**src/rtl/has_pkg.sv**
```systemverilog
package has_pkg;

    localparam int HAS_HASH_BITS = 16;
    localparam int HAS_WAYS      = 4;
    localparam int HAS_QDEPTH    = 2;
    localparam int ADDR_W        = 64;

    typedef logic [1:0] t_cmd;
    localparam t_cmd CMD_INSERT = 2'd0;
    localparam t_cmd CMD_REWIND = 2'd1;
    localparam t_cmd CMD_READ   = 2'd2;

    typedef logic [1:0] t_status;
    localparam t_status ST_NEW     = 2'd0;
    localparam t_status ST_PRESENT = 2'd1;
    localparam t_status ST_FULL    = 2'd2;
    localparam t_status ST_DONE    = 2'd3;

    typedef struct packed {
        t_cmd              cmd;
        logic [ADDR_W-1:0] address;
    } t_item;

    typedef struct packed {
        t_status           status;
        logic [ADDR_W-1:0] addr_out;
        logic              addr_valid;
    } t_result;

    function automatic logic [15:0] fold16(input logic [ADDR_W-1:0] a);
        return a[15:0] ^ a[31:16] ^ a[47:32] ^ a[63:48];
    endfunction

endpackage

```
**src/rtl/has_front.sv**
```systemverilog
module has_front #(
    parameter int HASH_BITS = 16
) (
    input  logic                  i_clk,
    input  logic                  i_rst_n,
    input  logic                  i_push,
    input  has_pkg::t_item        i_item,
    output logic                  o_q_full,
    output logic                  o_job_vld,
    output has_pkg::t_item        o_job,
    output logic [HASH_BITS-1:0]  o_job_bucket,
    input  logic                  i_job_take
);
    import has_pkg::*;

    localparam int QPTR_W = (HAS_QDEPTH > 1) ? $clog2(HAS_QDEPTH) : 1;
    localparam int QCNT_W = $clog2(HAS_QDEPTH + 1);

    t_item                 r_q_item [HAS_QDEPTH];
    logic [HASH_BITS-1:0]  r_q_bkt  [HAS_QDEPTH];
    logic [QPTR_W-1:0]     r_wp, r_rp, n_wp, n_rp;
    logic [QCNT_W-1:0]     r_cnt, n_cnt;
    logic [15:0]           folded;
    logic                  do_push, do_pop;

    assign folded   = fold16(i_item.address);
    assign o_q_full = (r_cnt == QCNT_W'(HAS_QDEPTH));
    assign do_push  = i_push && !o_q_full;
    assign o_job_vld = (r_cnt != '0);
    assign do_pop   = i_job_take && o_job_vld;
    assign o_job        = r_q_item[r_rp];
    assign o_job_bucket = r_q_bkt[r_rp];

    always_comb begin
        n_wp  = r_wp;
        n_rp  = r_rp;
        n_cnt = r_cnt;
        if (do_push) begin
            n_wp = (r_wp == QPTR_W'(HAS_QDEPTH - 1)) ? '0 : r_wp + QPTR_W'(1);
        end
        if (do_pop) begin
            n_rp = (r_rp == QPTR_W'(HAS_QDEPTH - 1)) ? '0 : r_rp + QPTR_W'(1);
        end
        case ({do_push, do_pop})
            2'b10:   n_cnt = r_cnt + QCNT_W'(1);
            2'b01:   n_cnt = r_cnt - QCNT_W'(1);
            default: n_cnt = r_cnt;
        endcase
    end

    always_ff @(posedge i_clk) begin
        if (!i_rst_n) begin
            r_wp  <= '0;
            r_rp  <= '0;
            r_cnt <= '0;
        end else begin
            r_wp  <= n_wp;
            r_rp  <= n_rp;
            r_cnt <= n_cnt;
        end
    end

    always_ff @(posedge i_clk) begin
        if (do_push) begin
            r_q_item[r_wp] <= i_item;
            r_q_bkt[r_wp]  <= folded[HASH_BITS-1:0];
        end
    end

endmodule

```
**config.mk**
```make
export PLATFORM = sky130hd
export DESIGN_NAME = has_front
export DESIGN_NICKNAME = d
export VERILOG_FILES = /design/src/rtl/has_pkg.sv /design/src/rtl/has_front.sv
export SDC_FILE = /design/constraint.sdc
export NUM_CORES = 1
export LEC_CHECK = 0
export ABC_CLOCK_PERIOD_IN_PS = 7550
export BUFFER_PORTS_ARGS = -buffer_cell sky130_fd_sc_hd__clkbuf_2
export CAP_MARGIN = 40
export CORE_AREA = 2 2 149 151
export CTS_CLUSTER_SIZE = 12
export DETAILED_ROUTE_END_ITERATION = 6
export DIE_AREA = 0 0 151 153
export HOLD_SLACK_MARGIN = 0.1
export PLACE_DENSITY = 0.5
export REMOVE_ABC_BUFFERS = 1
export SKIP_CTS_REPAIR_TIMING = 1
export SYNTH_ARGS = -nofsm -noshare
export SYNTH_HDL_FRONTEND = slang
export SYNTH_SLANG_ARGS = --single-unit
```
**constraint.sdc**
```tcl
create_clock -name i_clk -period 7.55 [get_ports i_clk]
set_input_delay 0.3775 -clock i_clk [delete_from_list [all_inputs] [get_ports i_clk]]
set_output_delay 0.3775 -clock i_clk [all_outputs]
set_load 0.02 [all_outputs]
```
* Yosys cells after proc, flatten, opt, wreduce, memory -nomap -nowiden
Memory sizes are Yosys's and may differ from the RTL's. A register that Yosys moved wholly into a read port is not among the register bits. Index checks and enable logic that the tools add are counted.
Word-level totals: bits in writable memories 164, word-level logic and storage cells 29, register bits after elaboration 4, input bits 70, memories kept 2, output and inout bits 84
Memory list:
- r_q_item | depth 2, width 66, read ports 1, clocked after Yosys merged registers in 1, wr ports 1, line has_front.sv:19 | t_item r_q_item [HAS_QDEPTH];
- r_q_bkt | depth 2, width 16, read ports 1, clocked after Yosys merged registers in 1, wr ports 1, line has_front.sv:20 | logic [HASH_BITS-1:0] r_q_bkt [HAS_QDEPTH];
Cells by class: bitwise logic cells 3, add/subtract/negate cells 4, reductions and logical operators 5, muxes and demuxes 9, equality and inequality tests 3
Operators by type and width (count):
- bitwise XOR 16 bit | 3
- two-way mux 1 bit | 8
- equality test 2 bit (second input constant) | 2
- one-hot mux 2 bit (2 select lines) | 1
- nonzero test 2 bit | 2
- adder 1 bit (second input constant) | 2
- adder 2 x 1 -> 2 bit (second input constant) | 1
- equality test 2 x 1 -> 1 bit (second input constant) | 1
- logical AND 1 bit | 2
- subtractor 2 x 1 -> 2 bit (second input constant) | 1
- zero test 1 bit | 1

* Depth between registers and ports, before layout
Gate-level depths: netlist (run 1).
depth after elaboration 5, mapped depth 6, gate-level depth less buffers 6

* Worst setup path before layout (run 1)
No wires, ideal clock.
kind register to register, start point reg r_cnt[0], end point mem r_q_bkt[0][0], enable pin, required time 7114 ps, period minus slack after synthesis 2970 ps, path buffers 0, cell stages (with the launch flop) 5, data arrival time 2534 ps, setup time 436 ps, setup slack 4580 ps, cell sequence dfxtp_1 nand2b_2 inv_2 or3_1 inv_1
Between the ends: longest elaborated chain between the ends 5
RTL lines:
- start: declaration | line has_front.sv:22 | logic [QCNT_W-1:0] r_cnt, n_cnt;
- start signal: assignment | line has_front.sv:59 | r_cnt <= n_cnt;
- equality test 2 bit | line has_front.sv:27 | assign o_q_full = (r_cnt == QCNT_W'(HAS_QDEPTH));
- named net o_q_full | line has_front.sv:8 | output logic o_q_full,
- zero test 1 bit | line has_front.sv:28 | assign do_push = i_push && !o_q_full;
- logical AND 1 bit | line has_front.sv:28
- two-way mux 1 bit | line has_front.sv:64 | if (do_push) begin
- two-way mux 1 bit (not written as such) | line has_front.sv:66 | r_q_bkt[r_wp] <= folded[HASH_BITS-1:0];
- end: declaration | line has_front.sv:20
The timed path passes the listed nets, and every way through them passes these cells.

==> flow_summary.yaml, run 1 <==
sta:
  whs_ps: 161
  tightest_slew_ps: 735
  finalClockSkew_ps: 6.26
  finalSetupTns_ps: 0
  setup_violations: 0
  clock.fmax_mhz: 371
  rsz0062_at_grt: "no"
  min_period_ps: 2690
  slew_viol_final: 0
  finalWorstSetupSlack_ps: 4860
  slew_headroom: 0.510
  hold_violations: 0
  fin_crit_sh: 0.357
synthesis:
  netlist_area_sq_mm: 0.00655
  yosys_register_bits: 169
  synthMuxAreaShare: 0.141
  synthAdderAreaFrac: 0.00191
  synth_xor_area_frac: 0.0682
  ys_seq_area_frac: 0.767
  syn-mean-instance-area_sq_um: 19.9
  synth_top_family_by_area: "multiplexers"
  yosysUniqueCellTypes: 19
  synthSimpleGateAreaFrac: 0.00859
  syn-instance-count: 329
  synth_compound_area_frac: 0.00496
  ys_warn_count: 0
global_routing:
  grt_use_total: 0.107
  grt_max_degree: 46
  grt_pass1_vias: 3603
  grt_pass1_wl_mm: 18.7
  antenna_found_initial: 0
  overflow: 0
floorplan:
  ios: 154
  dieArea_sq_mm: 0.0231
  die_w_um: 151
  fp.dieH_um: 153
  initial_core_util: 0.305
  core_area_sq_mm: 0.0215
  num_rows: 54
cells_and_area:
  post-route-util: 0.384
  design_area_sq_mm: 0.00826
  drive_gt1_frac: 0.537
  layout.nets: 566
  final_cells: 788
  final_common_cell: "edfxtp_1"
  antenna_cells: 0
  mostFrequentLayoutCells: "edfxtp_1 (164), clkbuf_2 (153), mux2_2 (82), xnor2_1 (35), clkbuf_16 (17)"
  area_growth_pct: 26.0
route:
  wl_met3_um: 795
  dr_total_vias: 3340
  via_per_inst: 4.24
  routed_wl_mm: 11.9
  ant_nets: 0
  highest_layer: "met4"
  drcViolationCount: 0
  firstDrtPassIters: 4
  m1WireLength_mm: 5.23
  drt_first_iter_violations: 89
  route.met2.wl_mm: 5.72
  routedWlPerCell_um: 15.1
critical_path:
  critical_path_buf_inv_count: 2
  slowest_stage: "dfxtp_4"
  crit_family: "buffers and inverters"
  path_max_fanout: 42
  start_kind: "register"
  worstSetupEndpointType: "output port"
  worstPathRequired_ps: 7170
  worstPathArrival_ps: 2320
  cpPeakStageDelay_ps: 710
  path_cells: "buf_4 -> mux2_2 -> clkbuf_2"
  timing_worst_setup_path_type: "register to output port"
flow_run:
  drv_cap: 0
cts:
  clkLatencyLatePin_ps: 410
  cts_buffers: 17
  clockBufferDepth: 2
  cts_tree: "done"
  clkTransAtPathRegs_ps: 70
  cts_max_level: 4
  cts_sinks: 169
  cts-root-buf: "clkbuf_16"
pwr:
  p_leak_nw: 3.00
  ir_drop_mv: 0.270
  total_power_mw: 2.95
  power_density_mw_per_mm2: 357
place:
  routabilityCongestion: 0.694
  dp_hpwl_mm: 7.82
  io_buffers: 153
  placed_cells: 756
  placedInstanceArea_sq_mm: 0.00766
  place_ws_ps: 4950
worst_hold_path:
  holdCritPathClass: "input port to register"
run_status:
  status: "finished clean"
[cells by family after synthesis]
group                    count (synthesis)
flip-flops                             169
XOR/XNOR                                51
AND/OR/NAND/NOR                          9
buffers and inverters                   12
AO/OA/AOI/OAI                            5
multiplexers                            82
adder cells (fa/ha/maj)                  1
[Yosys cell counts]
library cell | instances | area [sq um]
mux2_2 | 82 | 923
inv_1 | 2 | 7.51
and2_1 | 1 | 6.26
and3_1 | 1 | 6.26
inv_2 | 1 | 3.75
nand2_1 | 1 | 3.75
o21ai_0 | 2 | 10.0
o21a_1 | 1 | 7.51
or3_1 | 2 | 12.5
xor2_1 | 16 | 140
dfxtp_1 | 5 | 100
nor2b_1 | 2 | 12.5
xnor2_1 | 35 | 307
or2_2 | 1 | 6.26
nand2b_2 | 1 | 8.76
buf_2 | 9 | 45.0
edfxtp_1 | 164 | 4920
a21boi_1 | 2 | 15.0
ha_1 | 1 | 12.5
[power breakdown]
| group | switching [mW] | internal, mW |
|---|---|---|
| combinational | 0.479 | 0.326 |
| clock | 0.355 | 0.522 |
| sequential | 0.0654 | 1.20 |
[final timing paths]
check                  start         endpoint  slack, ps  cells past startpoint
setup / recovery    register        o_job[50]       4860                      3
hold / removal    i_item[65]  r_q_item[1][65]        160                      1
setup reg to reg    r_cnt[0]  r_q_item[0][55]       4980                      5
hold reg to reg         r_wp             r_wp        510                      2
[sequential cells by signal (all words and copies together) (netlist names), named ones only]
name / count
r_q_item: 132
r_q_bkt: 32
r_cnt: 2
r_rp: 1
r_wp: 1
[layer usage]
metal,vias to the layer above,global-route usage
li1,1588,-
met2,98,0.171
met3,12,0.0391
met1,1642,0.134
met4,0,0.0360
met5,-,0
[worst register-to-register path: stages (launching register included)]
cell and delay [ps]:
dfxtp_1 420, nand2b_2 190, inv_2 40, or3_1 340
clkinv_2 520, buf_4 640
[layout make-up]
cell class	count	area, sq um
well taps	280	350
fillers	2064	13200
clock buffers	18	429
flip-flops and latches	169	5030
clock inverters	14	170
repair buffers	156	788
multi-input cells	148	1480
inverters	3	12.5
Power figures use the tool's default switching activity.
==> run 2: changes to the inputs <==
--- a/config.mk
+++ b/config.mk
@@ -5,7 +5,7 @@
 export SDC_FILE = /design/constraint.sdc
 export NUM_CORES = 1
 export LEC_CHECK = 0
-export ABC_CLOCK_PERIOD_IN_PS = 7550
+export ABC_CLOCK_PERIOD_IN_PS = 2300
 export BUFFER_PORTS_ARGS = -buffer_cell sky130_fd_sc_hd__clkbuf_2
 export CAP_MARGIN = 40
 export CORE_AREA = 2 2 149 151
@@ -13,7 +13,7 @@
 export DETAILED_ROUTE_END_ITERATION = 6
 export DIE_AREA = 0 0 151 153
 export HOLD_SLACK_MARGIN = 0.1
-export PLACE_DENSITY = 0.5
+export PLACE_DENSITY = 0.52
 export REMOVE_ABC_BUFFERS = 1
 export SKIP_CTS_REPAIR_TIMING = 1
 export SYNTH_ARGS = -nofsm -noshare
==> constraint.sdc (replaced) <==
create_clock -name i_clk -period 2.3 [get_ports i_clk]
set_input_delay 0.115 -clock i_clk [delete_from_list [all_inputs] [get_ports i_clk]]
set_output_delay 0.115 -clock i_clk [all_outputs]
set_load 0.02 [all_outputs]
==> run 2 against run 1 <==
Net effect: worst hold slack worse by 39 ps; sequential share of layout area is 4.8 points lower; worst setup slack worse by 4400 ps; core utilization is 3.3 points higher; sequential cell count stayed put; global-route usage is 0.28 points higher; clock-buffer cell count is 1 lower; critical path depth is 2 higher; first-iteration DRC count is 92% higher; wire length is 7.7% higher; clock skew is 1.1 ps lower; largest power group unchanged.
==> flow_summary.yaml, run 2 (synthesized netlist as in run 1, its figures left out) <==
cts:
  clkTransAtPathRegs_ps: 60
  clkLatencyLatePin_ps: 410
  clockBufferDepth: 2
  cts_max_level: 4
  cts_sinks: 169
  cts_tree: "done"
  cts_buffers: 17
  cts-root-buf: "clkbuf_16"
cells_and_area:
  drive_gt1_frac: 0.478
  antenna_cells: 0
  largest_reg_flops: 132
  final_common_cell: "edfxtp_1"
  area_growth_pct: 36.8
  fillers: 1994
  mostFrequentLayoutCells: "edfxtp_1 (164), clkbuf_2 (153), mux2_2 (82), dlygate4sd3_1 (67), xnor2_1 (35)"
  design_area_sq_mm: 0.00897
  layout.nets: 635
  regMostFlops: "r_q_item"
  largest_registers: "r_q_item (132), r_q_bkt (32), r_cnt (2)"
sta:
  slew_headroom: 0.661
  slew_viol_final: 0
  finalSetupTns_ps: 0
  fin_crit_sh: 0.811
  setup_violations: 0
  clock.fmax_mhz: 536
  finalClockSkew_ps: 5.20
  rsz0062_at_grt: "no"
  hold_violations: 0
  min_period_ps: 1870
  tightest_slew_ps: 508
critical_path:
  slowest_stage: "dfxtp_1"
  path_cells: "nand2b_2 -> inv_2 -> or3_1 -> clkinv_2 -> buf_12"
  worstPathArrival_ps: 1960
  rrSetupSlack_ps: 430
  crit_family: "buffers and inverters"
  cpPeakStageDelay_ps: 410
  critical_path_buf_inv_count: 3
  worstSetupEndpointType: "register"
  worstPathRequired_ps: 2400
  path_max_fanout: 35
  timing_worst_setup_path_type: "register to register"
  start_kind: "register"
route:
  drcViolationCount: 0
  routed_wl_mm: 12.8
  dr_total_vias: 3579
  drt_first_iter_violations: 171
  via_per_inst: 4.18
  ant_nets: 0
  firstDrtPassIters: 4
  routedWlPerCell_um: 14.9
floorplan:
  dieArea_sq_mm: 0.0231
  core_area_sq_mm: 0.0215
  num_rows: 54
  ios: 154
  fp.dieH_um: 153
  initial_core_util: 0.305
  die_w_um: 151
place:
  io_buffers: 153
  routabilityCongestion: 0.667
  placedInstanceArea_sq_mm: 0.00772
  dp_hpwl_mm: 8.08
flow_run:
  drv_cap: 0
global_routing:
  grt_use_total: 0.110
  grt_max_degree: 83
  antenna_found_initial: 0
  overflow: 0
  grt_pass1_wl_mm: 18.9
  grt_pass1_vias: 3546
run_status:
  status: "finished clean"
pwr:
  power_density_mw_per_mm2: 1090
  ir_drop_mv: 0.574
  p_leak_nw: 3.30
  total_power_mw: 9.75
worst_hold_path:
  holdCritPathClass: "input port to register"
-- run 2: worst paths after layout --
path | endpoint | start | cells after the start
setup / recovery | r_q_item[0][64] | r_cnt[0] | 5
hold / removal | r_wp | i_push | 4
setup reg to reg | r_q_item[0][64] | r_cnt[0] | 5
hold reg to reg | r_wp | r_wp | 2
-- run 2: layout make-up --
class / instances / area, sq um / area share
well taps: 280 / 350 / 0.0391
repair buffers: 225 / 1520 / 0.170
multi-input cells: 148 / 1480 / 0.165
flip-flops and latches: 169 / 5030 / 0.561
clock inverters: 15 / 149 / 0.0166
clock buffers: 17 / 425 / 0.0474
inverters: 3 / 12.5 / 0.00140
-- run 2: report_power, final --
group	switching [mW]	total, mW	leakage (nW)	internal (mW)
registers	0.111	4.05	1.58	3.93
logic	1.73	2.94	1.45	1.21
clock network	1.16	2.76	0.275	1.60
total	3.00	9.75	3.30	6.74
-- run 2: per-stage QoR --
stage | utilization | hold slack [ps] | instances | setup WS [ps]
4_1_cts | 0.386 | -126 | 790 | 383
5_1_grt | 0.417 | 120 | 857 | 326
3_5_place_dp | 0.359 | 313 | 758 | 427
3_3_place_gp | 0.359 | 310 | 758 | 489
6_report | 0.417 | 122 | 857 | 435
2_1_floorplan | - | 214 | 320 | -670
-- run 2: per-layer routing --
layer,track usage,share of wire,up-vias
li1,-,-,1727
met1,0.135,0.45,1753
met2,0.177,0.49,94
met3,0.0436,0.052,5
met4,0.0360,0.0090,0
met5,0,0,-
-- run 2: worst min-delay path, cell delays in order --
cell	delay, ps
clkbuf_2	100
inv_1	60
or3_1	140
a21boi_1	70
==> run 3: changes to the inputs <==
--- a/config.mk
+++ b/config.mk
@@ -5,13 +5,14 @@
 export SDC_FILE = /design/constraint.sdc
 export NUM_CORES = 1
 export LEC_CHECK = 0
-export ABC_CLOCK_PERIOD_IN_PS = 2300
+export ABC_AREA = 1
+export ABC_CLOCK_PERIOD_IN_PS = 1550
 export BUFFER_PORTS_ARGS = -buffer_cell sky130_fd_sc_hd__clkbuf_2
 export CAP_MARGIN = 40
-export CORE_AREA = 2 2 149 151
+export CORE_AREA = 2 2 155 157
 export CTS_CLUSTER_SIZE = 12
 export DETAILED_ROUTE_END_ITERATION = 6
-export DIE_AREA = 0 0 151 153
+export DIE_AREA = 0 0 157 159
 export HOLD_SLACK_MARGIN = 0.1
 export PLACE_DENSITY = 0.52
 export REMOVE_ABC_BUFFERS = 1
==> constraint.sdc (replaced) <==
create_clock -name i_clk -period 1.55 [get_ports i_clk]
set_input_delay 0.0775 -clock i_clk [delete_from_list [all_inputs] [get_ports i_clk]]
set_output_delay 0.0775 -clock i_clk [all_outputs]
set_load 0.02 [all_outputs]
==> run 3 against run 2 <==
Net effect: the flow now finishes with violations (negative setup slack); critical path type is now register to output port; die area rose by 8.1%; worst setup slack got worse by 560 ps; cell area rose by 14%; synthesized cell count rose by 18%; total power rose by 45%; register-to-register slack got worse by 330 ps; critical path depth fell by 1; first-iteration DRC count fell by 13%; non-clock buffer count rose by 18; synthesized area rose by 8.7%; highest routed layer unchanged; sequential share of layout area fell by 6.7 points.
==> flow_summary.yaml, run 3 <==
synthesis:
  synth.most_common_cell: "edfxtp_1"
  netlist_area_sq_mm: 0.00712
  synth-main-ff-cell: "edfxtp_1"
  async_flop_share: 0
  ys_seq_area_frac: 0.705
  synth-edff-count: 164
  syn-mean-instance-area_sq_um: 18.3
  yosys.area.top_type_share: 0.691
  ys_top_cells_by_area: "edfxtp_1 (69%), mux2_4 (17%), xnor2_1 (3.9%)"
  yosys_register_bits: 169
  syn-instance-count: 389
  yosysTopAreaCell: "edfxtp_1"
  ys_warn_count: 0
  synth_common_cells: "edfxtp_1 (164), mux2_4 (80), nand2_1 (40), xnor2_1 (32), inv_1 (23)"
  yosysUniqueCellTypes: 17
sta:
  tightest_slew_ps: 285
  fin_crit_sh: 1.08
  hold_violations: 0
  whs_ps: 201
  finalWorstSetupSlack_ps: -129
  slew_viol_final: 0
  finalClockSkew_ps: 13.6
  slew_headroom: 0.810
  setup_violations: 82
  rsz0062_at_grt: "yes"
  clock.fmax_mhz: 595
  min_period_ps: 1680
route:
  routed_wl_mm: 14.7
  via_per_inst: 4.08
  drt_first_iter_violations: 149
  routedWlPerCell_um: 15.1
  drcViolationCount: 0
  dr_total_vias: 3976
  ant_nets: 0
  firstDrtPassIters: 4
cts:
  cts_tree: "done"
  clkTransAtPathRegs_ps: 70
  cts-root-buf: "clkbuf_16"
  cts_sinks: 169
  cts_max_level: 4
  clkLatencyLatePin_ps: 420
  cts_buffers: 17
  clockBufferDepth: 2
cells_and_area:
  largest_registers: "r_q_item (132), r_q_bkt (32), r_cnt (2)"
  final_cells: 974
  final_common_cell: "edfxtp_1"
  mostFrequentLayoutCells: "edfxtp_1 (164), clkbuf_2 (89), mux2_4 (82), dlygate4sd3_1 (69), buf_6 (61)"
  area_growth_pct: 43.1
  largest_reg_flops: 132
  design_area_sq_mm: 0.0102
  drive_gt1_frac: 0.447
  fillers: 2059
  regMostFlops: "r_q_item"
  antenna_cells: 0
  layout.nets: 713
floorplan:
  initial_core_util: 0.307
  fp.dieH_um: 159
  dieArea_sq_mm: 0.0250
  num_rows: 56
  ios: 154
  core_area_sq_mm: 0.0232
  die_w_um: 157
global_routing:
  overflow: 0
  grt_max_degree: 46
  antenna_found_initial: 0
  grt_pass1_vias: 3856
  grt_pass1_wl_mm: 20.4
  grt_use_total: 0.108
place:
  dp_hpwl_mm: 8.95
  routabilityCongestion: 0.730
  placedInstanceArea_sq_mm: 0.00828
  place_ws_ps: 29.8
  io_buffers: 153
  placed_cells: 861
pwr:
  seqPwrFrac: 0.410
  pwr-share-clk: 0.283
  total_power_mw: 14.1
  switchingPower_mw: 3.97
  p_leak_nw: 4.04
  combPwrFrac: 0.308
  ir_drop_mv: 0.627
  power_density_mw_per_mm2: 1380
  power_switching_share: 0.282
  internal_power_mw: 10.1
critical_path:
  slowest_stage: "dfxtp_4"
  worstPathRequired_ps: 1470
  path_max_fanout: 11
  crit_family: "buffers and inverters"
  critical_path_buf_inv_count: 3
  cpPeakStageDelay_ps: 380
  path_cells: "buf_12 -> buf_16 -> mux2_4 -> buf_2"
  start_kind: "register"
  worstPathArrival_ps: 1600
  worstSetupEndpointType: "output port"
  timing_worst_setup_path_type: "register to output port"
run_status:
  violations: "negative setup slack"
  status: "finished with violations"
flow_run:
  drv_cap: 0
worst_hold_path:
  holdCritPathClass: "input port to register"
run 3: worst paths after layout:
path	to	slack (ps)	cells after the start	start
setup / recovery	o_job[30]	-130	4	register
hold / removal	r_cnt[0]	200	6	i_push
setup reg to reg	r_wp	100	7	r_cnt[1]
hold reg to reg	r_rp	510	2	r_rp
run 3: power by group through the flow:
| stage | logic [mW] | registers [mW] | clock network, mW |
|---|---|---|---|
| after CTS | 3.35 | 5.77 | 4.10 |
| after global routing | 4.61 | 5.82 | 4.31 |
| after detailed placement | 3.34 | 5.87 | 0 |
| after global placement | 3.31 | 5.85 | 0 |
| after floorplan | 2.20 | 6.07 | 0 |
| final | 4.33 | 5.78 | 3.98 |
run 3: per-layer routing:
layer	global-route usage	up-vias	routed length, um
met5	0	-	0
met4	0.0350	0	125
met3	0.0395	15	600
met2	0.169	111	7140
met1	0.140	1928	6840
li1	-	1922	-
run 3: kinds of logic after synthesis:
kind of cell             after synthesis  share of synthesized area
flip-flops                           169                      0.705
multiplexers                          82                      0.172
AND/OR/NAND/NOR                       70                     0.0430
XOR/XNOR                              32                     0.0393
buffers and inverters                 32                     0.0362
AO/OA/AOI/OAI                          3                    0.00246
adder cells (fa/ha/maj)                1                    0.00176
run 3: worst min-delay path, delay by kind of cell:
kind                     cells  cell delay [ps]
buffers and inverters        3              230
adder cells (fa/ha/maj)      1              160
AND/OR/NAND/NOR              1               60
AO/OA/AOI/OAI                1               60
run 3: stage by stage:
stage | util | TNS, ps
after floorplan | - | -537600
after global routing | 0.440 | -11900
after detailed placement | 0.357 | 0
after global placement | 0.357 | 0
after CTS | 0.381 | -12760
final | 0.440 | -6940
run 3: area by class of cell:
cell class,instances,area [sq um],share of cell area
Timing Repair Buffer,243,2260,0.222
Inverter,23,87.6,0.00859
Clock inverter,13,124,0.0122
Tap cell,319,399,0.0392
Sequential cell,169,5030,0.493
Clock buffer,19,433,0.0425
Multi-Input combinational cell,188,1860,0.183
